### src/design/eert_pkg.sv
// ----------------------------------------------------------------------------
// Error event report table package
// Shared types and constants for the error event report table.
// ----------------------------------------------------------------------------
package eert_pkg;

   // Width of an error identifier, fixed by the payload formats.
   localparam int CODE_BITS    = 16;
   // Default table depth.
   localparam int ENTRIES_DEF  = 32;
   // Width of an entry's report counter and its saturation value.
   localparam int CNT_BITS     = 9;
   localparam logic [CNT_BITS-1:0] COUNT_MAX = '1;

   // Request type codes.
   localparam logic [1:0] REQ_RAISE = 2'd0;
   localparam logic [1:0] REQ_CLEAR = 2'd1;
   localparam logic [1:0] REQ_TICK  = 2'd2;

   // Configuration register indexes.
   localparam logic REG_REPEAT_COUNT = 1'b0;
   localparam logic REG_TABLE_LIMIT  = 1'b1;

   // Configuration register reset values.
   localparam logic [7:0] REPEAT_RESET = 8'd3;
   localparam logic [4:0] LIMIT_RESET  = 5'd31;

   // Input beat.
   typedef struct packed {
      logic [1:0]           req_type;
      logic [CODE_BITS-1:0] fault_code;
   } req_item_type;

   // Result beat.
   typedef struct packed {
      logic [CODE_BITS-1:0] report_code;
      logic                 report_active;
      logic [7:0]           report_count;
      logic                 last;
   } rsp_item_type;

   // One table entry as stored in the RAM.
   typedef struct packed {
      logic [CODE_BITS-1:0] code;
      logic                 active;
      logic [CNT_BITS-1:0]  count;
      logic                 reported;
      logic                 pending;
   } entry_type;

endpackage

### src/design/error_event_report_table.sv
// ----------------------------------------------------------------------------
// Error event report table
// Insertion-ordered table of error codes with per-entry report state. Raise
// and clear beats update the table; tick beats report pending entries.
// ----------------------------------------------------------------------------
//
//   Channel   Direction   Handshake                 Payload
//   req_      in          req_valid / req_stall     req_item_type
//   rsp_      out         rsp_valid / rsp_stall     rsp_item_type
//   csr_      in/out      APB write, pready high    repeat_count, table_limit
//
// Each visited entry takes a read state and an evaluate state on the one
// RAM read port. A raise or clear searches from the oldest entry; a raise
// that misses evicts the oldest entry, shifting the rest down, when the
// table is full or over table_limit, then appends. A tick sweeps every
// entry and waits on result-side stalls; req_stall is high throughout.
// Reset is synchronous and leaves the table empty without a clearing pass.
// ----------------------------------------------------------------------------
module error_event_report_table
   import eert_pkg::*;
#(
   parameter int ENTRIES = ENTRIES_DEF
) (
   input  logic         clock,
   input  logic         reset,
   // Input channel
   input  logic         req_valid,
   output logic         req_stall,
   input  req_item_type req_data,
   // Result channel
   output logic         rsp_valid,
   input  logic         rsp_stall,
   output rsp_item_type rsp_data,
   // Configuration port
   input  logic         csr_psel,
   input  logic         csr_penable,
   input  logic         csr_pwrite,
   input  logic [2:0]   csr_paddr,
   input  logic [31:0]  csr_pwdata,
   output logic [31:0]  csr_prdata,
   output logic         csr_pready
);

   localparam int IDX_W = $clog2(ENTRIES);
   localparam int TOT_W = $clog2(ENTRIES + 1);
   localparam int CMP_W = (TOT_W > 5) ? TOT_W : 5;

   typedef enum logic [8:0] {
      S_IDLE     = 9'b000000001,
      S_SRCH_RD  = 9'b000000010,
      S_SRCH_EV  = 9'b000000100,
      S_SHIFT_RD = 9'b000001000,
      S_SHIFT_EV = 9'b000010000,
      S_APPEND   = 9'b000100000,
      S_TICK_RD  = 9'b001000000,
      S_TICK_EV  = 9'b010000000,
      S_TICK_END = 9'b100000000
   } state_type;

   state_type            state_ff, state_in;
   logic                 raise_ff, raise_in;
   logic [CODE_BITS-1:0] code_ff, code_in;
   logic [TOT_W-1:0]     idx_ff, idx_in;
   logic [TOT_W-1:0]     wptr_ff, wptr_in;
   logic [TOT_W-1:0]     total_ff, total_in;
   rsp_item_type         hold_ff, hold_in;
   logic                 hold_valid_ff, hold_valid_in;
   rsp_item_type         rsp_ff, rsp_in;
   logic                 rsp_valid_ff, rsp_valid_in;
   logic [7:0]           repeat_ff;
   logic [4:0]           limit_ff;

   logic                 ram_we;
   logic [IDX_W-1:0]     ram_waddr;
   entry_type            ram_wdata;
   logic                 ram_re;
   logic [IDX_W-1:0]     ram_raddr;
   logic [$bits(entry_type)-1:0] ram_rdata;

   entry_type            entry;
   logic [CNT_BITS-1:0]  count_inc;
   logic [CNT_BITS-1:0]  repeat_ext;
   logic [TOT_W-1:0]     idx_dec;
   logic                 evict;
   logic                 out_free;
   logic                 csr_write;

   // Entry storage.
   eert_ram #(
      .WIDTH ($bits(entry_type)),
      .DEPTH (ENTRIES)
   ) u_entry_ram (
      .clock   (clock),
      .wr_en   (ram_we),
      .wr_addr (ram_waddr),
      .wr_data (ram_wdata),
      .rd_en   (ram_re),
      .rd_addr (ram_raddr),
      .rd_data (ram_rdata)
   );

   // Helpers on the entry just read.
   assign entry      = entry_type'(ram_rdata);
   assign count_inc  = (entry.count == COUNT_MAX) ? entry.count
                                                  : entry.count + CNT_BITS'(1);
   assign repeat_ext = CNT_BITS'(repeat_ff);
   assign idx_dec    = idx_ff - TOT_W'(1);
   assign evict      = (CMP_W'(total_ff) > CMP_W'(limit_ff)) ||
                       (total_ff >= TOT_W'(ENTRIES));
   assign out_free   = !rsp_valid_ff || !rsp_stall;

   // Sequencer.
   always_comb begin
      state_in      = state_ff;
      raise_in      = raise_ff;
      code_in       = code_ff;
      idx_in        = idx_ff;
      wptr_in       = wptr_ff;
      total_in      = total_ff;
      hold_in       = hold_ff;
      hold_valid_in = hold_valid_ff;
      rsp_in        = rsp_ff;
      rsp_valid_in  = rsp_valid_ff;
      ram_we        = 1'b0;
      ram_waddr     = idx_ff[IDX_W-1:0];
      ram_wdata     = entry;
      ram_re        = 1'b0;
      ram_raddr     = idx_ff[IDX_W-1:0];

      // The result register empties when its beat is taken.
      if (rsp_valid_ff && !rsp_stall) begin
         rsp_valid_in = 1'b0;
      end

      unique case (state_ff)
         S_IDLE: begin
            if (req_valid) begin
               code_in = req_data.fault_code;
               idx_in  = '0;
               unique case (req_data.req_type)
                  REQ_RAISE: begin
                     raise_in = 1'b1;
                     state_in = S_SRCH_RD;
                  end
                  REQ_CLEAR: begin
                     raise_in = 1'b0;
                     state_in = S_SRCH_RD;
                  end
                  REQ_TICK: begin
                     wptr_in       = '0;
                     hold_valid_in = 1'b0;
                     state_in      = S_TICK_RD;
                  end
                  default: begin
                     state_in = S_IDLE;
                  end
               endcase
            end
         end

         // Search for the code, one entry per read.
         S_SRCH_RD: begin
            if (idx_ff == total_ff) begin
               if (!raise_ff) begin
                  state_in = S_IDLE;
               end else if (evict) begin
                  idx_in   = TOT_W'(1);
                  state_in = S_SHIFT_RD;
               end else begin
                  state_in = S_APPEND;
               end
            end else begin
               ram_re   = 1'b1;
               state_in = S_SRCH_EV;
            end
         end

         S_SRCH_EV: begin
            if (entry.code == code_ff) begin
               ram_wdata.count   = CNT_BITS'(1);
               ram_wdata.pending = 1'b1;
               if (raise_ff) begin
                  // Re-arm an inactive code.
                  ram_wdata.active = 1'b1;
                  ram_we           = !entry.active;
               end else begin
                  // Release an active code that was reported.
                  ram_wdata.active = 1'b0;
                  ram_we           = entry.active && entry.reported;
               end
               state_in = S_IDLE;
            end else begin
               idx_in   = idx_ff + TOT_W'(1);
               state_in = S_SRCH_RD;
            end
         end

         // Evict the oldest entry by moving every later entry down by one.
         S_SHIFT_RD: begin
            if (idx_ff >= total_ff) begin
               total_in = total_ff - TOT_W'(1);
               state_in = S_APPEND;
            end else begin
               ram_re   = 1'b1;
               state_in = S_SHIFT_EV;
            end
         end

         S_SHIFT_EV: begin
            ram_we    = 1'b1;
            ram_waddr = idx_dec[IDX_W-1:0];
            idx_in    = idx_ff + TOT_W'(1);
            state_in  = S_SHIFT_RD;
         end

         // Append the new code at the end of the table.
         S_APPEND: begin
            ram_we             = 1'b1;
            ram_waddr          = total_ff[IDX_W-1:0];
            ram_wdata.code     = code_ff;
            ram_wdata.active   = 1'b1;
            ram_wdata.count    = CNT_BITS'(1);
            ram_wdata.reported = 1'b0;
            ram_wdata.pending  = 1'b1;
            total_in           = total_ff + TOT_W'(1);
            state_in           = S_IDLE;
         end

         // Tick sweep: report, update and compact in one pass.
         S_TICK_RD: begin
            if (idx_ff == total_ff) begin
               state_in = S_TICK_END;
            end else begin
               ram_re   = 1'b1;
               state_in = S_TICK_EV;
            end
         end

         S_TICK_EV: begin
            if (entry.pending) begin
               // A held result can move out only when the output is free.
               if (!hold_valid_ff || out_free) begin
                  if (hold_valid_ff) begin
                     rsp_in       = hold_ff;
                     rsp_valid_in = 1'b1;
                  end
                  hold_in.report_code   = entry.code;
                  hold_in.report_active = entry.active;
                  hold_in.report_count  = entry.count[7:0];
                  hold_in.last          = 1'b0;
                  hold_valid_in         = 1'b1;
                  ram_we                = 1'b1;
                  ram_waddr             = wptr_ff[IDX_W-1:0];
                  ram_wdata.count       = count_inc;
                  ram_wdata.reported    = 1'b1;
                  ram_wdata.pending     = !(count_inc > repeat_ext);
                  wptr_in               = wptr_ff + TOT_W'(1);
                  idx_in                = idx_ff + TOT_W'(1);
                  state_in              = S_TICK_RD;
               end
            end else if (!entry.active && (entry.count > repeat_ext)) begin
               // Released and fully reported: drop it.
               idx_in   = idx_ff + TOT_W'(1);
               state_in = S_TICK_RD;
            end else begin
               ram_we    = 1'b1;
               ram_waddr = wptr_ff[IDX_W-1:0];
               wptr_in   = wptr_ff + TOT_W'(1);
               idx_in    = idx_ff + TOT_W'(1);
               state_in  = S_TICK_RD;
            end
         end

         // The last held result goes out flagged as the final beat.
         S_TICK_END: begin
            if (!hold_valid_ff) begin
               total_in = wptr_ff;
               state_in = S_IDLE;
            end else if (out_free) begin
               rsp_in        = hold_ff;
               rsp_in.last   = 1'b1;
               rsp_valid_in  = 1'b1;
               hold_valid_in = 1'b0;
               total_in      = wptr_ff;
               state_in      = S_IDLE;
            end
         end

         default: begin
            state_in = S_IDLE;
         end
      endcase
   end

   // Control registers.
   always_ff @(posedge clock) begin
      if (reset) begin
         state_ff      <= S_IDLE;
         total_ff      <= '0;
         hold_valid_ff <= 1'b0;
         rsp_valid_ff  <= 1'b0;
      end else begin
         state_ff      <= state_in;
         total_ff      <= total_in;
         hold_valid_ff <= hold_valid_in;
         rsp_valid_ff  <= rsp_valid_in;
      end
   end

   // Payload and working registers.
   always_ff @(posedge clock) begin
      raise_ff <= raise_in;
      code_ff  <= code_in;
      idx_ff   <= idx_in;
      wptr_ff  <= wptr_in;
      hold_ff  <= hold_in;
      rsp_ff   <= rsp_in;
   end

   // Configuration registers.
   assign csr_write = csr_psel && csr_penable && csr_pwrite && csr_pready;

   always_ff @(posedge clock) begin
      if (reset) begin
         repeat_ff <= REPEAT_RESET;
         limit_ff  <= LIMIT_RESET;
      end else if (csr_write) begin
         unique case (csr_paddr[2])
            REG_REPEAT_COUNT: repeat_ff <= csr_pwdata[7:0];
            REG_TABLE_LIMIT:  limit_ff  <= csr_pwdata[4:0];
            default:          repeat_ff <= repeat_ff;
         endcase
      end
   end

   // Configuration read-back.
   always_comb begin
      unique case (csr_paddr[2])
         REG_REPEAT_COUNT: csr_prdata = {24'd0, repeat_ff};
         REG_TABLE_LIMIT:  csr_prdata = {27'd0, limit_ff};
         default:          csr_prdata = '0;
      endcase
   end

   assign csr_pready = 1'b1;
   assign req_stall  = (state_ff != S_IDLE);
   assign rsp_valid  = rsp_valid_ff;
   assign rsp_data   = rsp_ff;

endmodule

### src/design/eert_ram.sv
// ----------------------------------------------------------------------------
// Generic RAM
// Simple dual-port memory: one write port, one read port with registered data.
// ----------------------------------------------------------------------------
module eert_ram #(
   parameter int WIDTH = 8,
   parameter int DEPTH = 32
) (
   input  logic                     clock,
   input  logic                     wr_en,
   input  logic [$clog2(DEPTH)-1:0] wr_addr,
   input  logic [WIDTH-1:0]         wr_data,
   input  logic                     rd_en,
   input  logic [$clog2(DEPTH)-1:0] rd_addr,
   output logic [WIDTH-1:0]         rd_data
);

   logic [WIDTH-1:0] mem_ff [DEPTH];
   logic [WIDTH-1:0] rd_data_ff;

   // Write port and registered read port.
   always_ff @(posedge clock) begin
      if (wr_en) begin
         mem_ff[wr_addr] <= wr_data;
      end
      if (rd_en) begin
         rd_data_ff <= mem_ff[rd_addr];
      end
   end

   assign rd_data = rd_data_ff;

endmodule
### config.mk
export PLATFORM = sky130hd
export DESIGN_NAME = error_event_report_table
export DESIGN_NICKNAME = d
export VERILOG_FILES = /design/src/design/eert_pkg.sv /design/src/design/error_event_report_table.sv /design/src/design/eert_ram.sv
export SDC_FILE = /design/constraint.sdc
export NUM_CORES = 1
export LEC_CHECK = 0
export BUFFER_PORTS_ARGS = -buffer_cell sky130_fd_sc_hd__buf_2
export CORE_ASPECT_RATIO = 0.8
export CORE_MARGIN = 2
export CORE_UTILIZATION = 50
export DETAILED_ROUTE_END_ITERATION = 10
export PLACE_DENSITY = 0.66
export SYNTH_ARGS = -nofsm -noshare
export SYNTH_HDL_FRONTEND = slang
export SYNTH_SLANG_ARGS = --single-unit
export TNS_END_PERCENT = 5
### constraint.sdc
create_clock -name clock -period 6.43 [get_ports clock]
set_input_delay 0.3215 -clock clock [delete_from_list [all_inputs] [get_ports clock]]
set_output_delay 0.3215 -clock clock [all_outputs]
set_load 0.02 [all_outputs]
Yosys cells after proc, flatten, opt, wreduce, memory -nomap -nowiden
Memory sizes are Yosys's and may differ from the RTL's. A register that Yosys moved wholly into a read port is not among the register bits.
Cells that the tools add are included.
{"block": "word_totals", "ff_bits": 110, "latchBits": 0, "mem_bits_rw": 896, "rom_bits": 0, "in_bits": 60, "mem_count": 1}
{"name": "u_entry_ram.mem_ff", "depth": 32, "width": 28, "read_ports": 1, "rd_ports_with_merged_regs": 1, "write_ports": 1, "line_no": "eert_ram.sv:18", "source": "logic [WIDTH-1:0] mem_ff [DEPTH];"}
{"block": "op_classes", "addsub": 6, "multipliers": 0, "div_mod_pow": 0, "order_cmp": 5, "n_eq_ne": 30, "shifts": 0, "muxes": 79, "bitwise_logic": 1, "reduce_logical": 34}
{"op": "$mux 26", "count": 5}
{"op": "$mux 6", "count": 18}
{"op": "$mux 9", "count": 8}
{"op": "$pmux 9 s8", "count": 1}
{"op": "$pmux 32 s2", "count": 1}
{"op": "$pmux 26 s2", "count": 1}
{"op": "$pmux 6 s5", "count": 1}
{"op": "$pmux 9 s3", "count": 1}
{"op": "$mux 1", "count": 23}
{"op": "$mux 11", "count": 2}
{"op": "$ne 2x2->1 const B", "count": 10}
{"op": "$add 6x1->6 const B", "count": 3}
{"op": "$eq 9x9->1 const B", "count": 2}
{"op": "$gt 9x8->1", "count": 2}
{"op": "$pmux 6 s3", "count": 1}
{"op": "$eq 16x16->1", "count": 1}
{"op": "$mux 16", "count": 1}
{"op": "$mux 5", "count": 3}
{"op": "$pmux 5 s3", "count": 1}
{"op": "$pmux 7 s2", "count": 1}
{"op": "$pmux 6 s2", "count": 1}
{"op": "$reduce_and 3->1", "count": 4}
{"op": "$mux 10", "count": 1}
{"op": "$pmux 1 s2", "count": 5}
{"op": "36 further kinds", "count": 58}

Depth between registers and ports, before layout
{"block": "logic_depth", "word_depth": 8, "mapped_depth": 15, "depth_no_buf": 15}

Modules after synthesis
Synthesis repeated with hierarchy kept, for this count alone.
{"block": "hier_totals", "hier_cells": 2580, "hier_area_um2": 42026.6}
{"mod": "eert_ram", "n_inst": 1, "cells_each": 1984, "area_each_um2": 35728.0, "seq_area_each_um2": 27746.6}
{"mod": "error_event_report_table", "n_inst": 1, "cells_each": 596, "area_each_um2": 6298.5, "seq_area_each_um2": 3002.9}

Worst setup path before layout
No wires, ideal clock.
{"block": "synth_path", "kind": "register -> register", "from": "register state_ff[0]", "to": "memory u_entry_ram.mem_ff[28][0] (netlist bit), enable pin", "setup_ns": 0.413, "t_arrival_ns": 4.150, "required_time_ns": 6.017, "path_slack_ns": 1.867, "path_stages_with_launch": 12, "period_less_slack_ns": 4.563, "cell_sequence": "dfxtp_1 or4_1 nor2_1 nand3_1 inv_1 clkbuf_1 buf_1 ha_1 a222oi_1 a21boi_4 or3_1 nor2_1"}
{"block": "synth_between", "elab_chain_len": 5, "elab_cells_between_ends": 9, "classes_between": "eq/ne (4); mux (4); reduce/logical (1)"}
{"item": "start: declaration", "line_no": "error_event_report_table.sv:60", "source": "state_type state_ff, state_in;"}
{"item": "start signal: assignment", "line_no": "error_event_report_table.sv:303", "source": "state_ff <= state_in;"}
{"item": "$eq 9x6->1 / $eq 9x5->1 (equally long branches)", "line_no": "error_event_report_table.sv:135", "source": "unique case (state_ff)"}
{"item": "$reduce_or 2->1 (no source line)"}
{"item": "$pmux 1 s3", "line_no": "error_event_report_table.sv:135"}
{"item": "$mux 1", "line_no": "eert_ram.sv:23", "source": "if (wr_en) begin"}
{"item": "$mux 1 (not written as such)", "line_no": "eert_ram.sv:24", "source": "mem_ff[wr_addr] <= wr_data;"}
{"item": "end: declaration", "line_no": "eert_ram.sv:18"}
Several ways; a longest one is shown, not always the timed one.

Worst setup path after layout
{"block": "layout_path", "from": "register u_entry_ram.rd_data_ff[27] (netlist: u_entry_ram.rd_data[27]), read port of u_entry_ram.mem_ff", "to": "memory u_entry_ram.mem_ff[0][4] (netlist bit), enable pin"}
{"block": "layout_between", "elab_chain_len": 5}
{"item": "start: declaration", "line_no": "eert_ram.sv:19", "source": "logic [WIDTH-1:0] rd_data_ff;"}
{"item": "$eq 16x16->1", "line_no": "error_event_report_table.sv:179", "source": "if (entry.code == code_ff) begin"}
{"item": "$mux 1", "line_no": "error_event_report_table.sv:179"}
{"item": "$pmux 1 s3", "line_no": "error_event_report_table.sv:135"}
{"item": "$mux 1", "line_no": "eert_ram.sv:23"}
{"item": "$mux 1 (not written as such)", "line_no": "eert_ram.sv:24"}
Every way passes these cells.

==> flow_summary_export.csv <==
group,metric,value,unit
drt,vias_per_cell,6.05,
clock_tree,clock_latency,0.67,ns
clock_tree,clkTransAtPathRegs,0.06,ns
synth,async_flop_share,0,
critical_path,startpoint,"u_entry_ram.rd_data[27]",
synth,synth_area,41100,sq um
floorplanning,dieWidth,324,microns
clock_tree,cts_tree,"yes",
cells_and_area,diodes,0,
cells_and_area,nets,2220,
floorplanning,pin_count,121,
floorplanning,die_h,260,microns
grt,busiest_layer,"met2",
cells_and_area,final_cell_mix,"edfxtp_1 (1,004), mux4_2 (280), clkbuf_16 (95), nand2_1 (86), buf_2 (69)",
timing,fin_crit_sh,0.808,
critical_path,start_kind,"flip-flop",
placed_design,gp_congestion,0.858,
timing,worst_slack,1.23,ns
placed_design,numPortBuffers,69,
floorplanning,core,80900,sq um
timing,finalSetupViolCount,0,
drt,routedWlPerCell,28.4,microns
cells_and_area,fillCellCount,5863,
worst_hold_path,hold_class,"input pin to flip-flop",
timing,finalSetupTns,0,ns
timing,drv_slew,0,
clock_tree,numCtsBuffers,94,
grt,grt_pass1_vias,19824,
clock_tree,cts_resized,0,
critical_path,reg2reg_slack,1.23,ns
clock_tree,root_buffer,"clkbuf_16",
pwr,powerDensity,328,nW/um^2
cells_and_area,mostFrequentLayoutCell,"edfxtp_1",
critical_path,r2r-start,"u_entry_ram.rd_data[27]",
pwr,ir_drop,0.250,mV
synth,ys_types,68,
floorplanning,rows,93,
grt,grt_max_degree,152,
critical_path,rr_endpoint,"u_entry_ram.mem_ff[0][4]",
run_status,status,"complete, no violations",
synth,synth_edf_count,1004,
critical_path,criticalPathCategory,"flip-flop to flip-flop",
timing,max_freq,192,MHz
synth,synth_area_per_cell,20.9,sq um
clock_tree,h-tree-depth,3,
timing,worst_pin_slew,1.33,ns
critical_path,cp.required,6.75,ns
critical_path,reg2reg_depth,9,
critical_path,critical_path_arrival,5.51,ns
grt,grt_pass1_wl,135,mm
floorplanning,start_util,0.508,
grt,antenna_found_initial,0,
run,drv_cap,0,
cells_and_area,final-seq-area,30700,sq um
critical_path,critPathMaxFanout,15,
grt,track_usage,0.221,
grt,grtUsageMet1,0.323,
critical_path,endpoint,"u_entry_ram.mem_ff[0][4]",
drt,route.detailed.drc,0,
critical_path,end_kind,"flip-flop",
pwr,power,15.2,mW
timing,finClkSkew,0.0190,ns
timing,relSlewSlack,0.105,
synth,synth-main-ff-cell,"edfxtp_1",
pwr,p_leak,14.7,nW
drt,num_vias,19911,
synth,syn_inst,1965,
grt,grt.overflow.total,0,
synth,ys_ff_latch,1034,
grt,gr-usage-met3,0.0357,
synth,ys_seq_area_frac,0.749,
cells_and_area,multi_input_area,10000,sq um
placed_design,hpwl,52.9,mm
grt,use_met2,0.349,
drt,drt_iter0_markers,2606,
timing,rsz0062_at_grt,"no",
cells_and_area,area_growth,12.9,%
cells_and_area,fin_util,0.573,
clock_tree,cts_buffer_depth,3,
synth,ys.warnings.count,0,
worst_hold_path,hold_depth,4,
placed_design,place_ws,1.42,ns
timing,fin_crit,5.20,ns
drt,ant_nets,0,
floorplanning,dieArea,84500,sq um
timing,hold_viol_final,0,
timing,whs,0.0618,ns
drt,wl,93.3,mm
cells_and_area,drive_above_1_share,0.279,
drt,drt-pass1-iter-count,6,
clock_tree,clkSinkCount,1034,
-- through the flow --
stage          cells  cell area [sq um]
2_1_floorplan   1988              41200
3_3_place_gp    3088              43000
3_5_place_dp    3088              43000
4_1_cts         3289              46400
5_1_grt         3289              46400
6_report        3289              46400
-- registers in the layout, summed over array words and instances (netlist names) --
| register | flops |
|---|---|
| u_entry_ram.mem_ff | 896 |
| u_entry_ram.rd_data | 28 |
| rsp_data | 26 |
| hold_ff | 25 |
| code_ff | 16 |
| state_ff | 9 |
| repeat_ff | 8 |
| idx_ff | 6 |
| total_ff | 6 |
| wptr_ff | 6 |
| limit_ff | 5 |
| hold_valid_ff | 1 |
| raise_ff | 1 |
| rsp_valid | 1 |
-- worst min path at each step --
stage,from,to,slack [ns]
after floorplan,hold_ff[10],rsp_data[10],0.40
after global placement,hold_ff[16],rsp_data[16],0.40
after detailed placement,hold_ff[19],rsp_data[19],0.41
after CTS,req_valid,hold_valid_ff,0.02
after global routing,req_valid,hold_valid_ff,0.09
final,req_valid,hold_valid_ff,0.06
-- worst max-delay path: stages, from the launching register on --
cell and delay (ns):
edfxtp_1 0.43, xnor2_1 0.40, nand4_1 0.15, nor4_1 1.08, nand2b_1 0.49, nand3b_1 0.30
a21bo_1 0.22, a221o_1 0.57, nor2_4 0.72, buf_4 0.45
-- cell type report --
class / count / area share
clock inverter: 56 / 0.0129
sequential: 1034 / 0.663
inverter: 35 / 0.00283
timing repair buffer: 148 / 0.0226
multi-input combinational: 807 / 0.216
clock buffer: 117 / 0.0530
tap: 1092 / 0.0295
-- where the power goes --
part	leakage, nW	total [mW]	switching, mW	internal (mW)
clock network	1.49	5.57	2.43	3.14
registers	9.29	7.49	0.0485	7.44
logic	3.89	2.15	1.10	1.05
-- cell families after synthesis --
group	after synthesis	share of synthesized area
buffers and inverters	147	0.0163
AOI/OAI and AO/OA	99	0.0168
other	2	0.000183
DFF	1034	0.749
xor gates and xnor gates	36	0.00768
muxes	322	0.165
adders and majority gates	40	0.0124
and+or+nand+nor	285	0.0334
-- cell usage after synthesis, types with 8 or more instances --
| cell | number | area [sq um] |
|---|---|---|
| xnor2_1 | 30 | 263 |
| dfxtp_1 | 30 | 601 |
| and3_1 | 8 | 50.1 |
| mux4_2 | 280 | 6310 |
| clkbuf_1 | 57 | 214 |
| inv_1 | 35 | 131 |
| mux2i_1 | 12 | 120 |
| nor2_1 | 92 | 345 |
| buf_4 | 25 | 188 |
| mux2_2 | 30 | 338 |
| nand2_1 | 86 | 323 |
| buf_1 | 22 | 82.6 |
| a22o_1 | 8 | 70.1 |
| nand3_1 | 24 | 120 |
| nand2b_1 | 12 | 75.1 |
| a21oi_1 | 27 | 135 |
| edfxtp_1 | 1004 | 30100 |
| nand4_1 | 12 | 75.1 |
| nor3_1 | 11 | 55.1 |
| a211o_1 | 10 | 87.6 |
| o21ai_0 | 14 | 70.1 |
| ha_1 | 39 | 488 |
-- layer usage --
| layer | part of all wire | vias up |
|---|---|---|
| met5 | 0 | - |
| met4 | 0.024 | 0 |
| met1 | 0.42 | 10568 |
| met3 | 0.075 | 130 |
| met2 | 0.48 | 844 |
| li1 | - | 8369 |
-- what timing repair did --
action	CTS	global route
endpoints found under the hold margin	29	0
setup buffers	0	0
hold buffers	28	0
(Power assumes the default switching activity.)
